--- src/rtl/sdkr_pkg.sv ---
// ----------------------------------------------------------------------------
// sdkr_pkg
// Shared types and constants for the stick dead zone / key ramp conditioner.
// ----------------------------------------------------------------------------
package sdkr_pkg;

    localparam int unsigned SAMPLE_W = 16;
    localparam int unsigned THRESH_W = 15;
    localparam int unsigned GAIN_W   = 16;
    localparam int unsigned STEP_W   = 15;
    localparam int unsigned PROD_W   = 32;
    localparam int unsigned FRAC_W   = 12;

    localparam logic signed [SAMPLE_W-1:0] Q15_ONE  = 16'sd32767;
    localparam logic signed [SAMPLE_W-1:0] Q15_DIAG = 16'sd23170;
    localparam logic [THRESH_W-1:0]        Q15_MAG_ONE = 15'd32767;
    localparam logic [PROD_W:0]            ROUND_HALF = 33'd2048;

    localparam logic [THRESH_W-1:0] DZ_MIN_RESET  = 15'd9830;
    localparam logic [THRESH_W-1:0] DZ_MAX_RESET  = 15'd32767;
    localparam logic [GAIN_W-1:0]   DZ_GAIN_RESET = 16'd5851;

    typedef enum logic [1:0] {
        CFG_DZ_MIN  = 2'd0,
        CFG_DZ_MAX  = 2'd1,
        CFG_DZ_GAIN = 2'd2
    } cfg_index_t;

    // dead zone settings shared by both lanes
    typedef struct packed {
        logic [THRESH_W-1:0] dz_min;
        logic [THRESH_W-1:0] dz_max;
        logic [GAIN_W-1:0]   dz_gain;
    } dz_cfg_t;

    // per-frame controls that ride along with the stick lanes
    typedef struct packed {
        logic              pad_present;
        logic              key_right;
        logic              key_left;
        logic              key_down;
        logic              key_up;
        logic [STEP_W-1:0] ramp_step;
    } frame_ctl_t;

    // pipeline advance enables
    typedef struct packed {
        logic en_a;
        logic en_b;
        logic en_c;
    } pipe_en_t;

endpackage

--- src/rtl/sdkr_lane.sv ---
// ----------------------------------------------------------------------------
// sdkr_lane
// One stick axis through the dead zone: magnitude, thresholds and gain
// multiply in the first stage, rounding, saturation and sign in the second.
// ----------------------------------------------------------------------------
module sdkr_lane
(
    input  logic                                   clk,
    input  logic                                   en_a,
    input  logic                                   en_b,
    input  logic signed [sdkr_pkg::SAMPLE_W-1:0]   sample,
    input  sdkr_pkg::dz_cfg_t                      cfg,
    output logic signed [sdkr_pkg::SAMPLE_W-1:0]   dz_value
);
    import sdkr_pkg::*;

    logic [SAMPLE_W-1:0]        mag;
    logic [SAMPLE_W-1:0]        diff;
    logic                       below_next;
    logic                       above_next;
    logic [PROD_W-1:0]          prod_next;

    logic                       below_reg;
    logic                       above_reg;
    logic                       neg_reg;
    logic [PROD_W-1:0]          prod_reg;

    logic [PROD_W:0]            rounded;
    logic [PROD_W-FRAC_W:0]     scaled;
    logic [THRESH_W-1:0]        lin_mag;
    logic signed [SAMPLE_W-1:0] value_next;
    logic signed [SAMPLE_W-1:0] value_reg;

    // magnitude of the most negative sample fits as 0x8000
    always_comb
    begin
        mag        = sample[SAMPLE_W-1] ? (~sample + 16'd1) : sample;
        below_next = mag < {1'b0, cfg.dz_min};
        above_next = mag > {1'b0, cfg.dz_max};
        diff       = mag - {1'b0, cfg.dz_min};
        prod_next  = diff * cfg.dz_gain;
    end

    always_ff @(posedge clk)
    begin
        if (en_a)
        begin
            below_reg <= below_next;
            above_reg <= above_next;
            neg_reg   <= sample[SAMPLE_W-1];
            prod_reg  <= prod_next;
        end
    end

    always_comb
    begin
        rounded = {1'b0, prod_reg} + ROUND_HALF;
        scaled  = rounded[PROD_W:FRAC_W];
        if (scaled > {{(PROD_W-FRAC_W-THRESH_W+1){1'b0}}, Q15_MAG_ONE})
            lin_mag = Q15_MAG_ONE;
        else
            lin_mag = scaled[THRESH_W-1:0];

        priority if (below_reg)
            value_next = '0;
        else if (above_reg)
            value_next = neg_reg ? -Q15_ONE : Q15_ONE;
        else
            value_next = neg_reg ? -$signed({1'b0, lin_mag}) : $signed({1'b0, lin_mag});
    end

    always_ff @(posedge clk)
    begin
        if (en_b)
            value_reg <= value_next;
    end

    assign dz_value = value_reg;

endmodule

--- src/rtl/sdkr_merge.sv ---
// ----------------------------------------------------------------------------
// sdkr_merge
// Combines both lanes: pad override or keyboard target, then the ramp that
// moves the held axes toward the target.
// ----------------------------------------------------------------------------
module sdkr_merge
(
    input  logic                                   clk,
    input  logic                                   rst_n,
    input  logic                                   update,
    input  logic signed [sdkr_pkg::SAMPLE_W-1:0]   dz_x,
    input  logic signed [sdkr_pkg::SAMPLE_W-1:0]   dz_y,
    input  sdkr_pkg::frame_ctl_t                   ctl,
    output logic signed [sdkr_pkg::SAMPLE_W-1:0]   held_x,
    output logic signed [sdkr_pkg::SAMPLE_W-1:0]   held_y
);
    import sdkr_pkg::*;

    logic signed [SAMPLE_W-1:0] held_x_reg;
    logic signed [SAMPLE_W-1:0] held_y_reg;
    logic signed [SAMPLE_W-1:0] held_x_next;
    logic signed [SAMPLE_W-1:0] held_y_next;
    logic signed [SAMPLE_W-1:0] tgt_x;
    logic signed [SAMPLE_W-1:0] tgt_y;

    function automatic logic signed [SAMPLE_W-1:0] ramp_to(
        input logic signed [SAMPLE_W-1:0] h,
        input logic signed [SAMPLE_W-1:0] t,
        input logic [STEP_W-1:0]          r
    );
        logic signed [SAMPLE_W+1:0] h_w;
        logic signed [SAMPLE_W+1:0] t_w;
        logic signed [SAMPLE_W+1:0] r_w;
        logic signed [SAMPLE_W+1:0] up;
        logic signed [SAMPLE_W+1:0] dn;
        logic signed [SAMPLE_W-1:0] res;
        h_w = {{2{h[SAMPLE_W-1]}}, h};
        t_w = {{2{t[SAMPLE_W-1]}}, t};
        r_w = {3'b000, r};
        up  = h_w + r_w;
        dn  = h_w - r_w;
        priority if (h_w < t_w)
            res = (up < t_w) ? up[SAMPLE_W-1:0] : t;
        else if (h_w > t_w)
            res = (dn > t_w) ? dn[SAMPLE_W-1:0] : t;
        else
            res = h;
        return res;
    endfunction

    always_comb
    begin
        // left beats right, up beats down
        priority if (ctl.key_left)
            tgt_x = -Q15_ONE;
        else if (ctl.key_right)
            tgt_x = Q15_ONE;
        else
            tgt_x = '0;

        priority if (ctl.key_up)
            tgt_y = -Q15_ONE;
        else if (ctl.key_down)
            tgt_y = Q15_ONE;
        else
            tgt_y = '0;

        // diagonal is scaled to unit length
        if ((tgt_x != '0) && (tgt_y != '0))
        begin
            tgt_x = ctl.key_left ? -Q15_DIAG : Q15_DIAG;
            tgt_y = ctl.key_up   ? -Q15_DIAG : Q15_DIAG;
        end

        if (ctl.pad_present && ((dz_x != '0) || (dz_y != '0)))
        begin
            held_x_next = dz_x;
            held_y_next = dz_y;
        end
        else
        begin
            held_x_next = ramp_to(held_x_reg, tgt_x, ctl.ramp_step);
            held_y_next = ramp_to(held_y_reg, tgt_y, ctl.ramp_step);
        end
    end

    always_ff @(posedge clk or negedge rst_n)
    begin
        if (!rst_n)
        begin
            held_x_reg <= '0;
            held_y_reg <= '0;
        end
        else if (update)
        begin
            held_x_reg <= held_x_next;
            held_y_reg <= held_y_next;
        end
    end

    assign held_x = held_x_reg;
    assign held_y = held_y_reg;

endmodule

--- src/rtl/stick_deadzone_with_key_ramp.sv ---
// ----------------------------------------------------------------------------
// stick_deadzone_with_key_ramp
// Per-frame move-axis conditioner: stick dead zone with keyboard ramp.
// ----------------------------------------------------------------------------
// One frame per cycle is taken unless the output stalls. A frame passes from
// input transfer to a valid result through two stages in each axis lane
// (gain multiply, then round and saturate) and one merge stage that updates
// the held axes, which are the output register. The held-axis feedback
// closes inside the merge stage, so back-to-back frames see each other's
// ramp state. Output back pressure stalls only full stages, and in_ready
// stays high as long as some stage is free. Configuration writes are always
// taken (cfg_ready is tied high) and should be made while idle.
// ----------------------------------------------------------------------------
module stick_deadzone_with_key_ramp
(
    input  logic                                   clk,
    input  logic                                   rst_n,

    input  logic                                   cfg_valid,
    output logic                                   cfg_ready,
    input  logic [1:0]                             cfg_index,
    input  logic [15:0]                            cfg_data,

    input  logic                                   in_valid,
    output logic                                   in_ready,
    input  logic signed [sdkr_pkg::SAMPLE_W-1:0]   stick_x,
    input  logic signed [sdkr_pkg::SAMPLE_W-1:0]   stick_y,
    input  logic                                   pad_present,
    input  logic                                   key_right,
    input  logic                                   key_left,
    input  logic                                   key_down,
    input  logic                                   key_up,
    input  logic [sdkr_pkg::STEP_W-1:0]            ramp_step,

    output logic                                   out_valid,
    input  logic                                   out_ready,
    output logic signed [sdkr_pkg::SAMPLE_W-1:0]   move_x,
    output logic signed [sdkr_pkg::SAMPLE_W-1:0]   move_y
);
    import sdkr_pkg::*;

    dz_cfg_t    cfg_reg;
    dz_cfg_t    cfg_next;
    pipe_en_t   en;
    frame_ctl_t ctl_in;
    frame_ctl_t ctl_a_reg;
    frame_ctl_t ctl_b_reg;

    logic       v_a_reg;
    logic       v_b_reg;
    logic       out_valid_reg;
    logic       v_a_next;
    logic       v_b_next;
    logic       out_valid_next;

    logic signed [SAMPLE_W-1:0] dz_x;
    logic signed [SAMPLE_W-1:0] dz_y;

    // configuration registers
    assign cfg_ready = 1'b1;

    always_comb
    begin
        cfg_next = cfg_reg;
        if (cfg_valid)
        begin
            unique case (cfg_index_t'(cfg_index))
                CFG_DZ_MIN:  cfg_next.dz_min  = cfg_data[THRESH_W-1:0];
                CFG_DZ_MAX:  cfg_next.dz_max  = cfg_data[THRESH_W-1:0];
                CFG_DZ_GAIN: cfg_next.dz_gain = cfg_data[GAIN_W-1:0];
                default:     cfg_next = cfg_reg;
            endcase
        end
    end

    always_ff @(posedge clk or negedge rst_n)
    begin
        if (!rst_n)
        begin
            cfg_reg.dz_min  <= DZ_MIN_RESET;
            cfg_reg.dz_max  <= DZ_MAX_RESET;
            cfg_reg.dz_gain <= DZ_GAIN_RESET;
        end
        else
        begin
            cfg_reg <= cfg_next;
        end
    end

    // pipeline control; a stage stalls only while it and every later stage are full
    always_comb
    begin
        en.en_c  = !out_valid_reg || out_ready;
        en.en_b  = !v_b_reg || en.en_c;
        en.en_a  = !v_a_reg || en.en_b;
        in_ready = en.en_a;

        v_a_next       = en.en_a ? in_valid : v_a_reg;
        v_b_next       = en.en_b ? v_a_reg  : v_b_reg;
        out_valid_next = en.en_c ? v_b_reg  : out_valid_reg;
    end

    always_ff @(posedge clk or negedge rst_n)
    begin
        if (!rst_n)
        begin
            v_a_reg       <= 1'b0;
            v_b_reg       <= 1'b0;
            out_valid_reg <= 1'b0;
        end
        else
        begin
            v_a_reg       <= v_a_next;
            v_b_reg       <= v_b_next;
            out_valid_reg <= out_valid_next;
        end
    end

    assign ctl_in.pad_present = pad_present;
    assign ctl_in.key_right   = key_right;
    assign ctl_in.key_left    = key_left;
    assign ctl_in.key_down    = key_down;
    assign ctl_in.key_up      = key_up;
    assign ctl_in.ramp_step   = ramp_step;

    always_ff @(posedge clk)
    begin
        if (en.en_a)
            ctl_a_reg <= ctl_in;
        if (en.en_b)
            ctl_b_reg <= ctl_a_reg;
    end

    sdkr_lane u_lane_x
    (
        .clk      (clk),
        .en_a     (en.en_a),
        .en_b     (en.en_b),
        .sample   (stick_x),
        .cfg      (cfg_reg),
        .dz_value (dz_x)
    );

    sdkr_lane u_lane_y
    (
        .clk      (clk),
        .en_a     (en.en_a),
        .en_b     (en.en_b),
        .sample   (stick_y),
        .cfg      (cfg_reg),
        .dz_value (dz_y)
    );

    // held axes move only when a frame leaves the lanes
    sdkr_merge u_merge
    (
        .clk    (clk),
        .rst_n  (rst_n),
        .update (en.en_c && v_b_reg),
        .dz_x   (dz_x),
        .dz_y   (dz_y),
        .ctl    (ctl_b_reg),
        .held_x (move_x),
        .held_y (move_y)
    );

    assign out_valid = out_valid_reg;

endmodule

--- config.mk ---
export PLATFORM = sky130hd
export DESIGN_NAME = stick_deadzone_with_key_ramp
export DESIGN_NICKNAME = d
export VERILOG_FILES = /design/src/rtl/sdkr_pkg.sv /design/src/rtl/sdkr_lane.sv /design/src/rtl/sdkr_merge.sv /design/src/rtl/stick_deadzone_with_key_ramp.sv
export SDC_FILE = /design/constraint.sdc
export NUM_CORES = 2
export LEC_CHECK = 0
export ABC_AREA = 1
export CAP_MARGIN = 20
export CORE_MARGIN = 5
export CORE_UTILIZATION = 54
export CTS_BUF_LIST = sky130_fd_sc_hd__clkbuf_8 sky130_fd_sc_hd__clkbuf_16
export CTS_CLUSTER_SIZE = 20
export DETAILED_ROUTE_END_ITERATION = 7
export DONT_BUFFER_PORTS = 1
export GPL_TIMING_DRIVEN = 0
export PLACE_DENSITY = 0.75
export SLEW_MARGIN = 20
export SYNTH_ARGS = -nofsm -noshare
export SYNTH_HDL_FRONTEND = slang
export SYNTH_SLANG_ARGS = --single-unit
--- constraint.sdc ---
create_clock -name clk -period 10.1 [get_ports clk]
set_input_delay 3.03 -clock clk [delete_from_list [all_inputs] [get_ports clk]]
set_output_delay 3.03 -clock clk [all_outputs]
set_load 0.02 [all_outputs]
---- Yosys cells after proc, flatten, opt, wreduce, memory -nomap -nowiden ----
Index checks and enable logic that the tools add are counted.
operators by class
  add/sub/neg operators ................... 12
  multipliers ............................. 2
  order comparisons ....................... 14
  equal/unequal tests ..................... 2
  mux-type cells .......................... 28
  bitwise operators ....................... 2
  reduce and logical (&&, ||, !) cells .... 22
operator list
  kind                      number
  $mux W16                  24
  $add A32 B12 Y33 const B  2
  $mul A16 B16 Y32          2
  $reduce_bool A16 Y1       4
  $mux W15                  4
  $gt A21 B15 Y1 const B    2
  $add A16 B16 Y17          2
  $gt A17 B16 Y1            2
  $lt A17 B16 Y1            2
  $sub A16 B16 Y17          2
  $add A16 B1 Y16 const B   2
  $gt A16 B15 Y1            2
  $gt A16 B16 Y1            2
  $lt A16 B15 Y1            2
  $lt A16 B16 Y1            2
  $neg A15 Y16              2
  $not A16 Y16              2
  $sub A16 B15 Y16          2
  $reduce_and A2 Y1         5
  $reduce_bool A3 Y1        2
  $logic_or A1 B1 Y1        4
  $logic_and A1 B1 Y1       3
  $logic_not A1 Y1          3
  $eq A2 B1 Y1 const B      1
  other kinds (2)           2
word-level totals
  register bits after elaboration ......... 223
  input port bits ......................... 75
  output and inout bits ................... 35
  word-level logic and storage cells ...... 112

---- Logic depth before layout (Yosys ltp) ----
  depth in word-level cells ............... 10
  mapped depth ............................ 42
  gate-level depth less buffers ........... 42

---- Cells and area by module ----
A second synthesis with hierarchy kept.
second synthesis, totals
  cells, all modules ...................... 5007
  area total of the unflattened synthesis .. 36595.1 um^2
by module, submodules not included
  module                        times used  cells an instance  area each (um^2)
  sdkr_lane (u_lane_x)          1           1564               12137.9
  sdkr_lane (u_lane_y)          1           1525               11945.2
  sdkr_merge                    1           1657               9231.4
  stick_deadzone_with_key_ramp  1           261                3280.6

---- Worst setup path after synthesis ----
Ideal clock, no wire load.
  kind .................................... input -> register
  from .................................... input stick_x[0] in the netlist's numbering
  to ...................................... register u_lane_x.prod_reg[29], data pin
  arrival time ............................ 10.140 ns
  data required time ...................... 9.838 ns
  path slack .............................. -0.302 ns
  cell stages on the path ................. 37
  buffers on the path ..................... 0
  cell sequence ........................... inv_1 ha_1 inv_1 nor3_1 nand2_1 o21ai_0 xnor2_1 ha_1 a21oi_1 o21a_1 nand3_1 nand3_1 o211ai_1 nand2_1 nand2_1 or2_2 nand2_1 clkinv_1 nand2_1 fa_1 fa_1 inv_1 fa_1 fa_1 fa_1 inv_1 fa_1 inv_1 ha_1 nand2_1 nor4_1 nand3_1 nand3_1 nand2_1 o211ai_1 a21oi_1 xor2_1
between the ends
  longest elaborated chain between the ends .. 5
RTL lines
  element                     line                                source
  from (decl)                 stick_deadzone_with_key_ramp.sv:26  input logic signed [sdkr_pkg::SAMPLE_W-1:0] stick_x,
  $not A16 Y16                sdkr_lane.sv:37                     mag = sample[SAMPLE_W-1] ? (~sample + 16'd1) : sample;
  $add A16 B1 Y16             sdkr_lane.sv:37
  $mux W16 (*)                sdkr_lane.sv:37
  $sub A16 B15 Y16 (*)        sdkr_lane.sv:40                     diff = mag - {1'b0, cfg.dz_min};
  $mul A16 B16 Y32 (*)        sdkr_lane.sv:41                     prod_next = diff * cfg.dz_gain;
  net u_lane_x.prod_next[29]  sdkr_lane.sv:21                     logic [PROD_W-1:0] prod_next;
  to (signal assigned)        sdkr_lane.sv:51                     prod_reg <= prod_next;
  to (decl)                   sdkr_lane.sv:26                     logic [PROD_W-1:0] prod_reg;
Mark *: on every way through the listed nets, which the timed path passes. The rest lies on a longest branch.
A chain may end at the register's enable or synchronous reset.

---- Worst setup path after layout ----
  from .................................... input stick_y[15] in the netlist's numbering
  to ...................................... register u_lane_y.prod_reg[21], data pin
between the ends
  longest elaborated chain between the ends .. 5
RTL lines
  element                     line                                source
  from (decl)                 stick_deadzone_with_key_ramp.sv:27  input logic signed [sdkr_pkg::SAMPLE_W-1:0] stick_y,
  $not A16 Y16                sdkr_lane.sv:37
  $add A16 B1 Y16             sdkr_lane.sv:37
  $mux W16 (*)                sdkr_lane.sv:37
  $sub A16 B15 Y16 (*)        sdkr_lane.sv:40
  $mul A16 B16 Y32 (*)        sdkr_lane.sv:41
  net u_lane_y.prod_next[21]  sdkr_lane.sv:21
  to (signal assigned)        sdkr_lane.sv:51
  to (decl)                   sdkr_lane.sv:26
Marked as above.

==> out/summary.txt <==
Status - finished, violations left
Violated checks - design-rule violations
Post-route DRC - 2
Setup WS post-layout - 0.0363 ns
Max Clock Skew - 0.0144 ns
Post-synthesis simple-gate area fraction - 23.9%
Vias - 31800
Asr flop ratio synth - 40.3%
Max reg flops - 46
Required @ worst endpoint - 10.41 ns
Worst rel slew slack - 25.7%
Ratio of cells with drive above 1 in the final layout - 9.95%
Global route hottest layer - met2
Skew-Pair Late Insertion Delay - 0.58 ns
Initial antenna violation count - 3
Die area - 69600 sq um
Synthesized cell area - 34800 sq um
Final Hold Slack - 0.418 ns
Place WS - -1.28 ns
Met1 usage - 37.4%
DRT Pass-1 Iters - 8
Met2 global-route usage - 46.2%
Max Clk Rate - 0.0994 GHz
Max stage delay on crit path - 0.60 ns
Area grow syn2layout - 11.8%
Synth Instances - 4587
Root Buffer - clkbuf_16
Multi-input logic area - 26800 sq um
Min Tclk post-route - 10.06 ns
Largest family of logic cells by synthesized area - adder cells
Syn nets - 5480
EDFF count, synth - 120
CP endpoint kind - flop
Most frequent cell after synthesis - nand2_1
RSZ-0062 raised after global routing - true
Worst slew pin tran - 1.11 ns
Share of the synthesized area in the top cell type - 22.6%
Global-route wire length before repair - 163000 microns
Area of the core - 64100 sq um
Clk buf depth - 3
Seq cells post-synth - 201
Complex-gate fraction of the synthesized area - 7.80%
Worst Setup SP - stick_y[15]
Register Area - 5670 sq um
Die Ht - 264 microns
CTS Hold Bufs - 0
H-tree levels - 1
Max_cap viols - 0
Number of antenna-violating nets in the routed design - 0
Clk sinks - 201
Hold Crit Class - reg -> reg
Leading area contributor after synthesis - fa_1
CP max FO - 9
Most frequent CP cell - fa_1
Post-DR vias/cell - 5.69
CTS clk-pin slew, worst paths - 0.06 ns
Synth top cells by count - 992 x nand2_1, 810 x inv_1, 542 x nor2_1
Largest net degree at the start of global routing - 82
Post-synthesis mux area share - 0%
Post-DP HPWL - 84700 microns
Register area share after synthesis - 16.3%
Wire per inst - 19.2 microns
Starting density of the core - 54.2%
Worst reg2reg startpoint - cfg_reg[32]
Period utilization - 99.6%
Synth Area in XOR/XNOR - 3.75%
CP arrival - 10.37 ns
Dominant synthesized flop cell - edfxtp_1
CP Launch Type - primary input
GR Util met3 - 7.75%
Top Ports - 110
Layout fillers - 5632
Vias in the first global route - 30800
Hold Startpoint - ctl_a_reg[18]
Total clock buffers created by CTS - 26
CTS tree - yes
Adder-Cell Fraction of Synth Area - 37.9%
Die X - 264 microns
Layout Utilization - 60.7%
Fin cells - 5585
Final setup fails - 0
Placed cells - 5444
Crit Path Class - in -> reg
Port-buffer cells - 0
Hold Fails Final Rpt - 0
Max Slew Vio Count - 0
Synth top area cells - fa_1 23%, ha_1 15%, nand2_1 11%
Cell Rows - 93
Final nets - 5597
Total track usage - 29.1%
Aggregate global routing overflow - 0
Wirelength, routed - 107000 microns
Slowest CP cell - fa_1
DRT iter0 DRCs - 2913
Netlist cell types - 55
Average size of a mapped cell - 7.58 sq um
YS warnings - 0
GPL Wtd Cong - 1.00
==> cells in the final DEF (no fill, tap or decap), types with 96 or more instances in the layout <==
| master | n |
|---|---|
| nand2_1 | 945 |
| inv_1 | 789 |
| nor2_1 | 521 |
| ha_1 | 397 |
| fa_1 | 381 |
| nand3_1 | 227 |
| a21oi_1 | 208 |
| o21ai_0 | 126 |
| edfxtp_1 | 120 |
| xor2_1 | 96 |
==> per-layer routing <==
metal	vias up	routed length, microns
li1	14700	-
met5	-	97
met4	2	6560
met1	15000	41700
met2	1629	47400
met3	374	11400
==> critical path: cells and delay by family <==
family	cells	cell delay, ns
AND/OR/NAND/NOR	7	1.06
XOR/XNOR	2	0.44
adder cells (fa/ha/maj)	8	3.83
AO/OA/AOI/OAI	9	1.21
buffers and inverters	8	0.79
==> kinds of logic (layout without fill, tap and decap cells) <==
kind of cell | Yosys count | after routing
other | 1 | 7
xor gates and xnor gates | 148 | 148
adders and majority gates | 818 | 818
and+or+nand+nor | 1982 | 1982
AOI/OAI and AO/OA | 489 | 489
DFF | 201 | 201
buffers and inverters | 948 | 1085
==> timing repair <==
item	in CTS	in global routing
setup endpoints to repair	37	36
gates resized for setup	89	232
pin swaps	22	138
buffers inserted	24	66
==> worst paths after layout <==
kind | to | slack, ns | depth (start not counted)
setup reg to reg | u_lane_y.prod_reg[21] | 2.56 | 31
hold reg to reg | ctl_b_reg[18] | 0.42 | 0
hold / removal | ctl_b_reg[18] | 0.42 | 0
setup / recovery | u_lane_y.prod_reg[21] | 0.04 | 34
min in group asynchronous | v_a_reg | 2.14 | 0
max in group asynchronous | cfg_reg[33] | 7.66 | 0
==> per-stage QoR <==
stage / TNS, ns / instance area [sq um]
floorplan: -0.00650 / 34900
global placement: -34.75 / 35900
detailed placement: -38.74 / 36000
CTS: -0.00251 / 37400
global route: -2.66 / 38900
finish: 0 / 38900
==> layout make-up <==
class	instances	share of cell area (%)
clock inverters	16	0.338
inverters	830	8.17
repair buffers	92	2.03
flip-flops and latches	201	14.6
clock buffers	32	1.89
well taps	855	2.75
multi-input cells	3438	69.0
plain buffers	115	1.21
diodes	6	0.0386
Power is left out: the tool's default activity adds up to more than one toggle a clock period on the data nets, which glitch-free logic cannot reach.
